File: src/sv/line_buffer_plane_manager_defines.svh
// Assertion macros for the line buffer plane manager
`ifndef LINE_BUFFER_PLANE_MANAGER_DEFINES_SVH
`define LINE_BUFFER_PLANE_MANAGER_DEFINES_SVH
`ifndef SYNTHESIS
`define LBPM_ASSERT_IMPL(label, clk, rst_n, ante, cons) \
  label: assert property (@(posedge clk) disable iff (!rst_n) (ante) |-> (cons)) \
    else $error("assertion failed");
`define LBPM_ASSERT_NEXT(label, clk, rst_n, ante, cons) \
  label: assert property (@(posedge clk) disable iff (!rst_n) (ante) |=> (cons)) \
    else $error("assertion failed");
`else
`define LBPM_ASSERT_IMPL(label, clk, rst_n, ante, cons)
`define LBPM_ASSERT_NEXT(label, clk, rst_n, ante, cons)
`endif
`endif

File: src/sv/lbpm_pkg.sv
`default_nettype none
package lbpm_pkg;
  localparam int MaxLines   = 256;
  localparam int MaxRows    = 128;
  localparam int PlaneCount = 2;
  localparam int IdW   = 8;
  localparam int CntW  = 9;
  localparam int RowW  = 7;
  localparam int PlW   = 1;
  localparam int EntAw = PlW + RowW;
  localparam int StkAw = 8;

  typedef enum logic [2:0] {
    OP_INIT = 3'd0, OP_ALLOC = 3'd1, OP_FREE = 3'd2, OP_COMMIT = 3'd3,
    OP_PEEK = 3'd4, OP_MOVE = 3'd5, OP_FINISH = 3'd6, OP_FLIP = 3'd7
  } op_t;

  typedef enum logic [1:0] {
    ST_DONE = 2'd0, ST_NOT_READY = 2'd1, ST_OVERFLOW = 2'd2
  } status_t;

  localparam logic CFG_LINE_COUNT   = 1'b0;
  localparam logic CFG_PLANE_HEIGHT = 1'b1;

  typedef enum logic [2:0] {
    S_IDLE, S_READ, S_INIT, S_FLIP_RD, S_FLIP_WR, S_OUT
  } state_t;

  typedef struct packed {
    logic [2:0]      operation;
    logic [IdW-1:0]  line_ref;
    logic [RowW-1:0] row;
  } in_word_t;

  typedef struct packed {
    logic [1:0]      status;
    logic [IdW-1:0]  line_id;
    logic            line_present;
    logic [CntW-1:0] free_lines;
  } out_word_t;

  // memory port bundles
  typedef struct packed {
    logic             we;
    logic [StkAw-1:0] waddr;
    logic [IdW-1:0]   wdata;
    logic [StkAw-1:0] raddr;
  } stk_req_t;

  typedef struct packed {
    logic             we;
    logic [EntAw-1:0] waddr;
    logic [IdW:0]     wdata;   // {taken, id}
    logic [EntAw-1:0] raddr;
  } ent_req_t;
endpackage
`default_nettype wire

File: src/sv/lbpm_stack_mem.sv
`default_nettype none
module lbpm_stack_mem (
  input  wire logic                     clk,
  input  wire lbpm_pkg::stk_req_t       req,
  output logic [lbpm_pkg::IdW-1:0]      rdata
);
  import lbpm_pkg::*;
  logic [IdW-1:0] mem [MaxLines];
  always_ff @(posedge clk) begin
    if (req.we) mem[req.waddr] <= req.wdata;
    rdata <= mem[req.raddr];
  end
endmodule
`default_nettype wire

File: src/sv/lbpm_entry_mem.sv
`default_nettype none
module lbpm_entry_mem (
  input  wire logic                     clk,
  input  wire lbpm_pkg::ent_req_t       req,
  output logic [lbpm_pkg::IdW:0]        rdata
);
  import lbpm_pkg::*;
  logic [IdW:0] mem [PlaneCount*MaxRows];
  always_ff @(posedge clk) begin
    if (req.we) mem[req.waddr] <= req.wdata;
    rdata <= mem[req.raddr];
  end
endmodule
`default_nettype wire

File: src/sv/line_buffer_plane_manager.sv
// line_buffer_plane_manager
// Hands out line buffer IDs from a LIFO free stack and keeps two planes of
// committed IDs with a taken mark per entry.
// Channels: in_ (operation word), out_ (one result word per operation),
// cfg_ (register writes: index 0 line_count, 1 plane_height; always ready).
// All handshakes are valid/stall or valid/ready, taken on rising clk edges.
// One operation at a time, from one accepted word to the next:
//   free, commit, finish: result valid the cycle after accept.
//   allocate, peek, move: one registered memory read first.
//   init: one stack entry a cycle, min(line_count,256) entries in all.
//   flip: per filled row of the read plane, read, then push.
// The stack and entry memories each have one write and one registered read port.
// A result is held in the output register while out_stall is high; the
// next word is accepted once that register empties (in_stall follows busy).
// Reset (rst_n low, synchronous) clears free count, fills and plane indices
// and sets line_count 256, plane_height 128; stack starts empty, memories uncleared.
`default_nettype none
`include "line_buffer_plane_manager_defines.svh"
module line_buffer_plane_manager (
  input  wire logic                  clk,
  input  wire logic                  rst_n,
  input  wire logic                  in_valid,
  output logic                       in_stall,
  input  wire lbpm_pkg::in_word_t    in_data,
  output logic                       out_valid,
  input  wire logic                  out_stall,
  output lbpm_pkg::out_word_t        out_data,
  input  wire logic                  cfg_valid,
  output logic                       cfg_ready,
  input  wire logic                  cfg_index,
  input  wire logic [8:0]            cfg_data
);
  import lbpm_pkg::*;

  state_t state_r, state_nxt;
  logic [CntW-1:0] line_count_r;
  logic [7:0]      plane_height_r;
  logic [CntW-1:0] free_count_r, free_count_nxt;
  logic [RowW:0]   fill_r [PlaneCount];
  logic [RowW:0]   fill_nxt [PlaneCount];
  logic [PlW-1:0]  wpl_r, wpl_nxt, rpl_r, rpl_nxt;
  in_word_t        cmd_r, cmd_nxt;
  out_word_t       res_r, res_nxt;
  logic [CntW-1:0] cnt_r, cnt_nxt;     // init / flip walk index
  logic            flip_ovf_r, flip_ovf_nxt;
  logic [IdW:0]    flip_ent_r, flip_ent_nxt;

  stk_req_t        stk_req;
  ent_req_t        ent_req;
  logic [IdW-1:0]  stk_rdata;
  logic [IdW:0]    ent_rdata;

  lbpm_stack_mem u_stk (.clk(clk), .req(stk_req), .rdata(stk_rdata));
  lbpm_entry_mem u_ent (.clk(clk), .req(ent_req), .rdata(ent_rdata));

  logic            in_acc;
  logic [CntW-1:0] init_n;
  logic [RowW:0]   cap;
  logic [RowW:0]   rfill;

  assign cfg_ready = 1'b1;
  assign in_stall  = (state_r != S_IDLE);
  assign in_acc    = in_valid && !in_stall;
  assign out_valid = (state_r == S_OUT);
  assign out_data  = res_r;
  assign init_n    = (line_count_r > CntW'(MaxLines)) ? CntW'(MaxLines) : line_count_r;
  assign cap       = (plane_height_r > 8'(MaxRows)) ? (RowW+1)'(MaxRows)
                                                    : (RowW+1)'(plane_height_r);
  assign rfill     = fill_r[rpl_r];

  // next state
  always_comb begin
    state_nxt = state_r;
    case (state_r)
      S_IDLE: if (in_acc) begin
        case (op_t'(in_data.operation))
          OP_INIT: state_nxt = S_INIT;
          OP_ALLOC, OP_PEEK, OP_MOVE: state_nxt = S_READ;
          OP_FLIP: state_nxt = S_FLIP_RD;
          default: state_nxt = S_OUT;
        endcase
      end
      S_READ:    state_nxt = S_OUT;
      S_INIT:    if (cnt_r + 1'b1 >= init_n) state_nxt = S_OUT;
      S_FLIP_RD: state_nxt = (cnt_r >= CntW'(rfill)) ? S_OUT : S_FLIP_WR;
      S_FLIP_WR: state_nxt = S_FLIP_RD;
      S_OUT:     if (!out_stall) state_nxt = S_IDLE;
      default:   state_nxt = S_IDLE;
    endcase
  end

  // datapath and memory requests
  always_comb begin
    logic [CntW-1:0] fc;
    fc = free_count_r;
    free_count_nxt = free_count_r;
    fill_nxt = fill_r;
    wpl_nxt = wpl_r;
    rpl_nxt = rpl_r;
    cmd_nxt = cmd_r;
    res_nxt = res_r;
    cnt_nxt = cnt_r;
    flip_ovf_nxt = flip_ovf_r;
    flip_ent_nxt = flip_ent_r;
    stk_req = '0;
    ent_req = '0;
    case (state_r)
      S_IDLE: if (in_acc) begin
        cmd_nxt = in_data;
        res_nxt = '0;
        cnt_nxt = '0;
        flip_ovf_nxt = 1'b0;
        case (op_t'(in_data.operation))
          OP_INIT: begin
            stk_req.we = (init_n != '0);
            stk_req.waddr = '0;
            stk_req.wdata = '0;
            free_count_nxt = init_n;
            for (int p = 0; p < PlaneCount; p++) fill_nxt[p] = '0;
            res_nxt.free_lines = init_n;
            if (init_n <= CntW'(1)) res_nxt.free_lines = init_n;
          end
          OP_ALLOC: begin
            stk_req.raddr = StkAw'(fc - 1'b1);
            if (fc == '0) res_nxt.status = ST_NOT_READY;
            else free_count_nxt = fc - 1'b1;
            res_nxt.free_lines = free_count_nxt;
          end
          OP_FREE: begin
            if (fc >= CntW'(MaxLines)) res_nxt.status = ST_OVERFLOW;
            else begin
              stk_req.we = 1'b1;
              stk_req.waddr = StkAw'(fc);
              stk_req.wdata = in_data.line_ref;
              free_count_nxt = fc + 1'b1;
            end
            res_nxt.free_lines = free_count_nxt;
          end
          OP_COMMIT: begin
            if (fill_r[wpl_r] >= cap) res_nxt.status = ST_OVERFLOW;
            else begin
              ent_req.we = 1'b1;
              ent_req.waddr = {wpl_r, fill_r[wpl_r][RowW-1:0]};
              ent_req.wdata = {1'b0, in_data.line_ref};
              fill_nxt[wpl_r] = fill_r[wpl_r] + 1'b1;
            end
            res_nxt.free_lines = fc;
          end
          OP_PEEK, OP_MOVE: begin
            ent_req.raddr = {rpl_r, in_data.row};
            res_nxt.free_lines = fc;
          end
          OP_FINISH: begin
            wpl_nxt = wpl_r + 1'b1;
            if (fill_r[wpl_nxt] != '0) res_nxt.status = ST_OVERFLOW;
            res_nxt.free_lines = fc;
          end
          default: begin
            ent_req.raddr = {rpl_r, RowW'(0)};
          end
        endcase
      end
      S_READ: begin
        if (op_t'(cmd_r.operation) == OP_ALLOC) begin
          if (res_r.status == ST_DONE) res_nxt.line_id = stk_rdata;
        end else if ({1'b0, cmd_r.row} >= rfill) begin
          res_nxt.status = ST_NOT_READY;
        end else if (!ent_rdata[IdW]) begin
          res_nxt.line_id = ent_rdata[IdW-1:0];
          res_nxt.line_present = 1'b1;
          if (op_t'(cmd_r.operation) == OP_MOVE) begin
            ent_req.we = 1'b1;
            ent_req.waddr = {rpl_r, cmd_r.row};
            ent_req.wdata = {1'b1, ent_rdata[IdW-1:0]};
          end
        end
      end
      S_INIT: begin
        cnt_nxt = cnt_r + 1'b1;
        if (cnt_nxt < init_n) begin
          stk_req.we = 1'b1;
          stk_req.waddr = StkAw'(cnt_nxt);
          stk_req.wdata = IdW'(cnt_nxt);
        end
      end
      S_FLIP_RD: begin
        // entry at cnt_r was read last cycle
        flip_ent_nxt = ent_rdata;
        if (cnt_r >= CntW'(rfill)) begin
          fill_nxt[rpl_r] = '0;
          rpl_nxt = rpl_r + 1'b1;
          res_nxt.status = flip_ovf_r ? ST_OVERFLOW : ST_DONE;
          res_nxt.free_lines = fc;
        end
      end
      S_FLIP_WR: begin
        if (!flip_ent_r[IdW]) begin
          if (fc >= CntW'(MaxLines)) flip_ovf_nxt = 1'b1;
          else begin
            stk_req.we = 1'b1;
            stk_req.waddr = StkAw'(fc);
            stk_req.wdata = flip_ent_r[IdW-1:0];
            free_count_nxt = fc + 1'b1;
          end
        end
        cnt_nxt = cnt_r + 1'b1;
        ent_req.raddr = {rpl_r, cnt_nxt[RowW-1:0]};
      end
      default: ;
    endcase
  end

  always_ff @(posedge clk) begin
    if (!rst_n) begin
      state_r        <= S_IDLE;
      line_count_r   <= CntW'(256);
      plane_height_r <= 8'd128;
      free_count_r   <= '0;
      for (int p = 0; p < PlaneCount; p++) fill_r[p] <= '0;
      wpl_r          <= '0;
      rpl_r          <= '0;
      cnt_r          <= '0;
      flip_ovf_r     <= 1'b0;
    end else begin
      state_r      <= state_nxt;
      free_count_r <= free_count_nxt;
      fill_r       <= fill_nxt;
      wpl_r        <= wpl_nxt;
      rpl_r        <= rpl_nxt;
      cnt_r        <= cnt_nxt;
      flip_ovf_r   <= flip_ovf_nxt;
      if (cfg_valid) begin
        if (cfg_index == CFG_LINE_COUNT) line_count_r <= cfg_data;
        else plane_height_r <= cfg_data[7:0];
      end
    end
  end

  always_ff @(posedge clk) begin
    cmd_r      <= cmd_nxt;
    res_r      <= res_nxt;
    flip_ent_r <= flip_ent_nxt;
  end

  // checks
  `LBPM_ASSERT_IMPL(a_free_bound, clk, rst_n, 1'b1, free_count_r <= CntW'(MaxLines))
  `LBPM_ASSERT_IMPL(a_busy_stall, clk, rst_n, state_r != S_IDLE, in_stall)
  `LBPM_ASSERT_NEXT(a_out_hold, clk, rst_n, out_valid && out_stall, out_valid && $stable(out_data))
  `LBPM_ASSERT_IMPL(a_fill_bound, clk, rst_n, 1'b1, fill_r[wpl_r] <= (RowW+1)'(MaxRows))
endmodule
`default_nettype wire

File: config.mk
export PLATFORM = sky130hd
export DESIGN_NAME = line_buffer_plane_manager
export DESIGN_NICKNAME = d
export VERILOG_FILES = /design/src/sv/lbpm_pkg.sv /design/src/sv/lbpm_stack_mem.sv /design/src/sv/lbpm_entry_mem.sv /design/src/sv/line_buffer_plane_manager.sv
export VERILOG_INCLUDE_DIRS = /design/src /design/src/sv
export SDC_FILE = /design/constraint.sdc
export NUM_CORES = 2
export LEC_CHECK = 0
export BUFFER_PORTS_ARGS = -buffer_cell sky130_fd_sc_hd__buf_2
export CAP_MARGIN = 20
export CELL_PAD_IN_SITES_DETAIL_PLACEMENT = 0
export CELL_PAD_IN_SITES_GLOBAL_PLACEMENT = 1
export CORE_MARGIN = 4
export CORE_UTILIZATION = 49
export CTS_BUF_LIST = sky130_fd_sc_hd__clkbuf_4 sky130_fd_sc_hd__clkbuf_8 sky130_fd_sc_hd__clkbuf_16
export DETAILED_ROUTE_END_ITERATION = 8
export PLACE_DENSITY = 0.83
export RECOVER_POWER = 25
export SLEW_MARGIN = 20
export SYNTH_ARGS = -nofsm -noshare
export SYNTH_HDL_FRONTEND = slang
export SYNTH_MEMORY_MAX_BITS = 65536
export SYNTH_SLANG_ARGS = --single-unit
export TNS_END_PERCENT = 20
File: constraint.sdc
create_clock -name clk -period 14 [get_ports clk]
set_input_delay 3.5 -clock clk [delete_from_list [all_inputs] [get_ports clk]]
set_output_delay 3.5 -clock clk [all_outputs]
set_load 0.005 [all_outputs]
### After elaboration in Yosys (flattened, before gate mapping)

Memory sizes are Yosys's and may differ from the RTL's. A register that Yosys moved wholly into a read port is not among the register bits.
Index checks and enable logic that the tools add are counted.

| word-level totals | value |
|---|---|
| register bits after elaboration | 96 |
| bits in latches | 0 |
| memory bits (writable) | 4,352 |
| memory bits (read-only) | 0 |
| word-level logic and storage cells | 191 |
| memories kept | 2 |

Memory list:

| memory | depth | width | rd ports | clocked after Yosys merged registers in | wr ports | RTL line | RTL |
|---|---|---|---|---|---|---|---|
| u_ent.mem | 256 | 9 | 1 | 1 | 1 | lbpm_entry_mem.sv:8 | `logic [IdW:0] mem [PlaneCount*MaxRows];` |
| u_stk.mem | 256 | 8 | 1 | 1 | 1 | lbpm_stack_mem.sv:8 | `logic [IdW-1:0] mem [MaxLines];` |

| cells by class | value |
|---|---|
| add/sub/neg operators | 6 |
| multipliers | 0 |
| div/mod/pow operators | 0 |
| $lt $le $gt $ge | 13 |
| equality and inequality tests | 30 |
| shift-type cells | 0 |
| multiplexer cells | 82 |
| bitwise gates (word level) | 6 |
| reductions and logical operators | 35 |

Operators with widths:

| kind | count |
|---|---|
| 2-to-1 mux 8 bit | 16 |
| 2-to-1 mux 18 bit | 6 |
| 2-to-1 mux 9 bit | 9 |
| one-hot mux 9 bit (2 select lines) | 4 |
| 2-to-1 mux 17 bit | 4 |
| one-hot mux 16 bit (2 select lines) | 2 |
| one-hot mux 17 bit (3 select lines) | 1 |
| 2-to-1 mux 16 bit | 3 |
| one-hot mux 18 bit (2 select lines) | 1 |
| one-hot mux 9 bit (4 select lines) | 1 |
| one-hot mux 17 bit (2 select lines) | 1 |
| one-hot mux 8 bit (2 select lines) | 2 |
| one-hot mux 9 bit (3 select lines) | 1 |
| 2-to-1 mux 26 bit | 1 |
| 2-to-1 mux 25 bit | 1 |
| equality test 3 bit (second input constant) | 7 |
| 2-to-1 mux 20 bit | 1 |
| inequality test 2 bit (second input constant) | 10 |
| AND reduction 5 bit | 4 |
| adder 9 x 1 -> 9 bit (second input constant) | 2 |
| one-hot mux 3 bit (6 select lines) | 1 |
| bitwise AND 16 bit | 1 |
| bitwise mux 16 bit | 1 |
| demux 8 bit (select 1 bit) | 2 |
| 44 further kinds | 90 |

### Longest topological paths before layout

| depth | value |
|---|---|
| word-level depth | 11 |
| mapped depth | 21 |

### Hierarchy

A second synthesis with hierarchy kept.

| unflattened totals | value |
|---|---|
| cells, all modules | 8,755 |
| area, all modules | 175,493.3 um2 |

Modules (own cells, without submodules):

| module | times used | cells each | area an instance (um2) | sequential area each (um2) |
|---|---|---|---|---|
| lbpm_entry_mem | 1 | 4,237 | 89,278.1 | 69,366.5 |
| lbpm_stack_mem | 1 | 3,733 | 79,556.3 | 61,659.1 |
| line_buffer_plane_manager | 1 | 785 | 6,658.9 | 2,312.2 |

### Least setup slack after synthesis

No wires, ideal clock.

| timing path | value |
|---|---|
| path type | flip-flop to flip-flop |
| start point | reg rpl_r |
| end point | mem u_ent.mem[0][0] in the netlist's numbering (data pin) |
| setup time | 2.187 ns |
| arrival | 12.858 ns |
| required time | 11.813 ns |
| setup slack | -1.045 ns |
| cell stages (with the launch flop) | 13 |
| buffers on the path | 3 |
| period minus slack after synthesis | 15.045 ns |
| cells stage by stage | dfxtp_1 buf_1 mux2_2 ha_1 nand2b_1 a21o_1 a21o_1 a21oi_1 o211ai_1 or2_2 clkbuf_1 clkbuf_1 o21ai_0 |

RTL lines:

| what | RTL line | RTL |
|---|---|---|
| start: declaration | line_buffer_plane_manager.sv:41 | `logic [PlW-1:0] wpl_r, wpl_nxt, rpl_r, rpl_nxt;` |
| start signal: assignment | line_buffer_plane_manager.sv:229 | `rpl_r <= rpl_nxt;` |
| end: declaration | lbpm_entry_mem.sv:8 |  |

==> impl_metrics.yaml <==
finish:
  fin_area_mm2: 0.198
  fillers: 28100
  area_growth_pct: 10.5
  layout-drive-gt1-share: 0.0985
  final_util: 0.545
  nNetsFinal: 12100
clocking:
  cts_sinks: 4465
  cts_tree: "yes"
  clockBufferDepth: 4
  cts_hold_buf: 0
  ctsResizeCount: 0
  clk_latency_ns: 0.98
  h-tree-depth: 5
  cts-root-buf: "clkbuf_16"
  clk_pin_slew_ns: 0.06
  cts_setup_buffers: 0
  numCtsBuffers: 427
critical_path:
  cp-start-kind: "input port"
  cp_max_fo: 115
  cp.depth: 7
  cpPeakStageDelay_ns: 3.82
  r2r-start: "cnt_r[0]"
  worst_ep_arrival_time_ns: 11.46
  crit_buf_inv: 4
  reg2reg_to: "u_stk.mem[196][6]"
  endpoint_kind: "flop"
  reg2reg_depth: 11
  r2r_slack_ns: 4.23
  cpLargestDelayFamily: "buffers and inverters"
  path_cells: "clkbuf_1 > or4b_1 > clkbuf_1 > nor3_1 > a222oi_1 > clkinvlp_2 > buf_4"
  startpoint: "in_valid"
  critPathSlowestCell: "clkinvlp_2"
  cp.required_ns: 14.52
  criticalPathCategory: "input port to flop"
  cp_common_cell: "clkbuf_1"
  endpoint: "u_stk.mem[196][6]"
place:
  placed_cell_area_mm2: 0.184
  port_buffers: 54
  dpl.hpwl_um: 285000
  dp_slack_ns: 4.57
  gp_congestion: 0.913
global_routing:
  grt_usage: 0.255
  grt_antenna_before_repair: 20
  grt_max_degree: 189
  grt_pass1_vias: 105000
  grt_pass1_wl_um: 714000
  grt_overflow_total: 0
yosys:
  synth_edf_count: 4391
  synth_compound_area_frac: 0.0770
  yosys.area_share.simple: 0.0895
  synth_xor_area_frac: 0.00118
  ys_seq_area_frac: 0.746
  yosysTopAreaCell: "edfxtp_1"
  syn_inst: 12200
  synth-adder-area-share: 0.00259
  synth_area_leaders: "edfxtp_1, nand2_1, mux2i_1"
  synth_warnings: 0
  async_reset_ff_frac: 0
  synthFlopType: "edfxtp_1"
  synth.distinct_cells: 95
  synthTopCellsByCount: "edfxtp_1, nand2_1, a21oi_1"
  synth_most_common_cell: "edfxtp_1"
  syn_nets: 12300
  yosys.area.top_type_share: 0.738
  synthMuxAreaShare: 0.0617
  synthesis.area_mm2: 0.179
  synth-seq-cells: 4465
  synth_top_family_by_area: "simple AND/OR/NAND/NOR gates"
  postSynthAreaPerCell_um2: 14.7
detailed_routing:
  first_pass_iters: 9
  post_drt_wl_per_cell_um: 28.6
  via_count: 109000
  drc_errors: 0
  ant_nets: 0
  first_iter_violations: 15700
  routed_wl_um: 492000
  via_per_inst: 6.33
timing:
  worst_pin_slew_ns: 5.50
  hold_violations: 0
  max_freq_ghz: 0.0915
  drv_slew: 1508
  fin_ws_ns: 3.07
  period_needed_ns: 10.93
  max_slew_margin: -2.67
  setup_viol: 0
  fin_skew_ns: 0.0661
  period_share: 0.781
  rsz0062_at_grt: "false"
floorplan:
  ios: 56
  die_y_um: 612
  core_area_mm2: 0.363
  dieArea_mm2: 0.375
  dieWidth_um: 612
  rows: 221
  initial_core_util: 0.493
min_path:
  hold_path.class: "flop to flop"
pwr:
  power.density_mw_per_mm2: 147
  power.leakage_nw: 65.0
  ir_drop_mv: 0.157
run_status:
  violations: "capacitance limit, slew limit"
  status: "finished, violations left"
flow_run:
  drv_cap: 21
sequential cells by signal (all words and copies together) (netlist names), 3 cells and up:
| signal | count |
|---|---|
| u_stk.rdata | 8 |
| plane_height_r | 8 |
| u_stk.mem | 2048 |
| out_data | 20 |
| u_ent.rdata | 9 |
| state_r | 3 |
| free_count_r | 9 |
| line_count_r | 9 |
| fill_r | 16 |
| flip_ent_r | 9 |
| cnt_r | 9 |
| cmd_r | 10 |
| u_ent.mem | 2304 |
power by group:
group          total (mW)  switching, mW  internal [mW]
sequential           14.9         0.0927           14.8
clock                11.4           4.92           6.51
combinational        2.79           1.96          0.838
total                29.1           6.97           22.1
kinds of logic (layout without fill, tap and decap cells):
kind of cell,Yosys count,count (layout)
AO/OA/AOI/OAI,2160,2160
XOR/XNOR,24,24
adder cells (fa/ha/maj),37,37
buffers and inverters,911,1127
flip-flops,4465,4465
multiplexers,872,872
other,1,19
AND/OR/NAND/NOR,3725,3725
through the flow:
stage	instances	hold WS (ns)	TNS, ns	power [mW]
after detailed placement	16400	0.468	0	17.9
after CTS	17200	0.479	0	29.1
after global routing	17200	0.511	0	29.9
after global placement	16400	0.457	0	17.8
final	17200	0.478	0	29.1
after floorplan	12200	0.408	-2517.48	17.0
how the worst min path moves through the flow:
stage               slack (ns)  cells past startpoint           endpoint               from
finish                    0.48                      2  plane_height_r[2]  plane_height_r[2]
global route              0.51                      2  plane_height_r[0]  plane_height_r[0]
CTS                       0.48                      2  plane_height_r[0]  plane_height_r[0]
detailed placement        0.47                      2  plane_height_r[0]  plane_height_r[0]
global placement          0.46                      2  plane_height_r[0]  plane_height_r[0]
floorplan                 0.41                      0      flip_ent_r[0]     u_ent.rdata[0]
cells in the final DEF (no fill, tap or decap), types with 37 or more instances in the layout:
master	n
mux2i_1	656
buf_4	176
inv_1	67
nor2_1	626
clkinv_2	80
dfxtp_1	73
nand2_1	2010
clkinv_1	107
a221oi_1	94
o21ai_0	327
a2111oi_0	75
and3_1	76
edfxtp_1	4391
o221ai_1	126
clkbuf_4	89
a31oi_1	159
o22ai_1	190
nand3_1	542
nor4_1	114
clkbuf_1	46
mux4_2	181
o211ai_1	74
a21oi_1	743
nor3_1	109
ha_1	37
a211oi_1	67
clkbuf_16	435
worst reg2reg max path, cell delays in order (launching register included):
cell        delay [ns]
dfxtp_1           0.63
ha_1              0.31
and3_1            0.25
and3_1            0.26
xor2_1            0.61
ha_1              0.21
and3_1            0.20
a221o_1           0.41
nor2_1            0.23
a222oi_1          0.44
clkinvlp_2        3.82
buf_4             1.82
routing by layer:
layer | part of all wire | global-route usage | vias to the layer above
li1 | - | - | 46600
met1 | 0.36 | 0.338 | 54500
met2 | 0.47 | 0.408 | 6764
met3 | 0.11 | 0.0477 | 1200
met4 | 0.056 | 0.125 | 4
met5 | 0.000045 | 0 | -
area by class of cell:
type                            count  area [µm²]  area share
Antenna cell                       18        45.0    0.000228
Inverter                           74         295     0.00149
Timing Repair Buffer              271        2130      0.0108
Clock buffer                      529       11600      0.0588
Tap cell                         4794        6000      0.0304
Clock inverter                    253        2240      0.0113
Sequential cell                  4465      133000       0.675
Multi-Input combinational cell   6819       41900       0.212
Power figures use the tool's default switching activity.
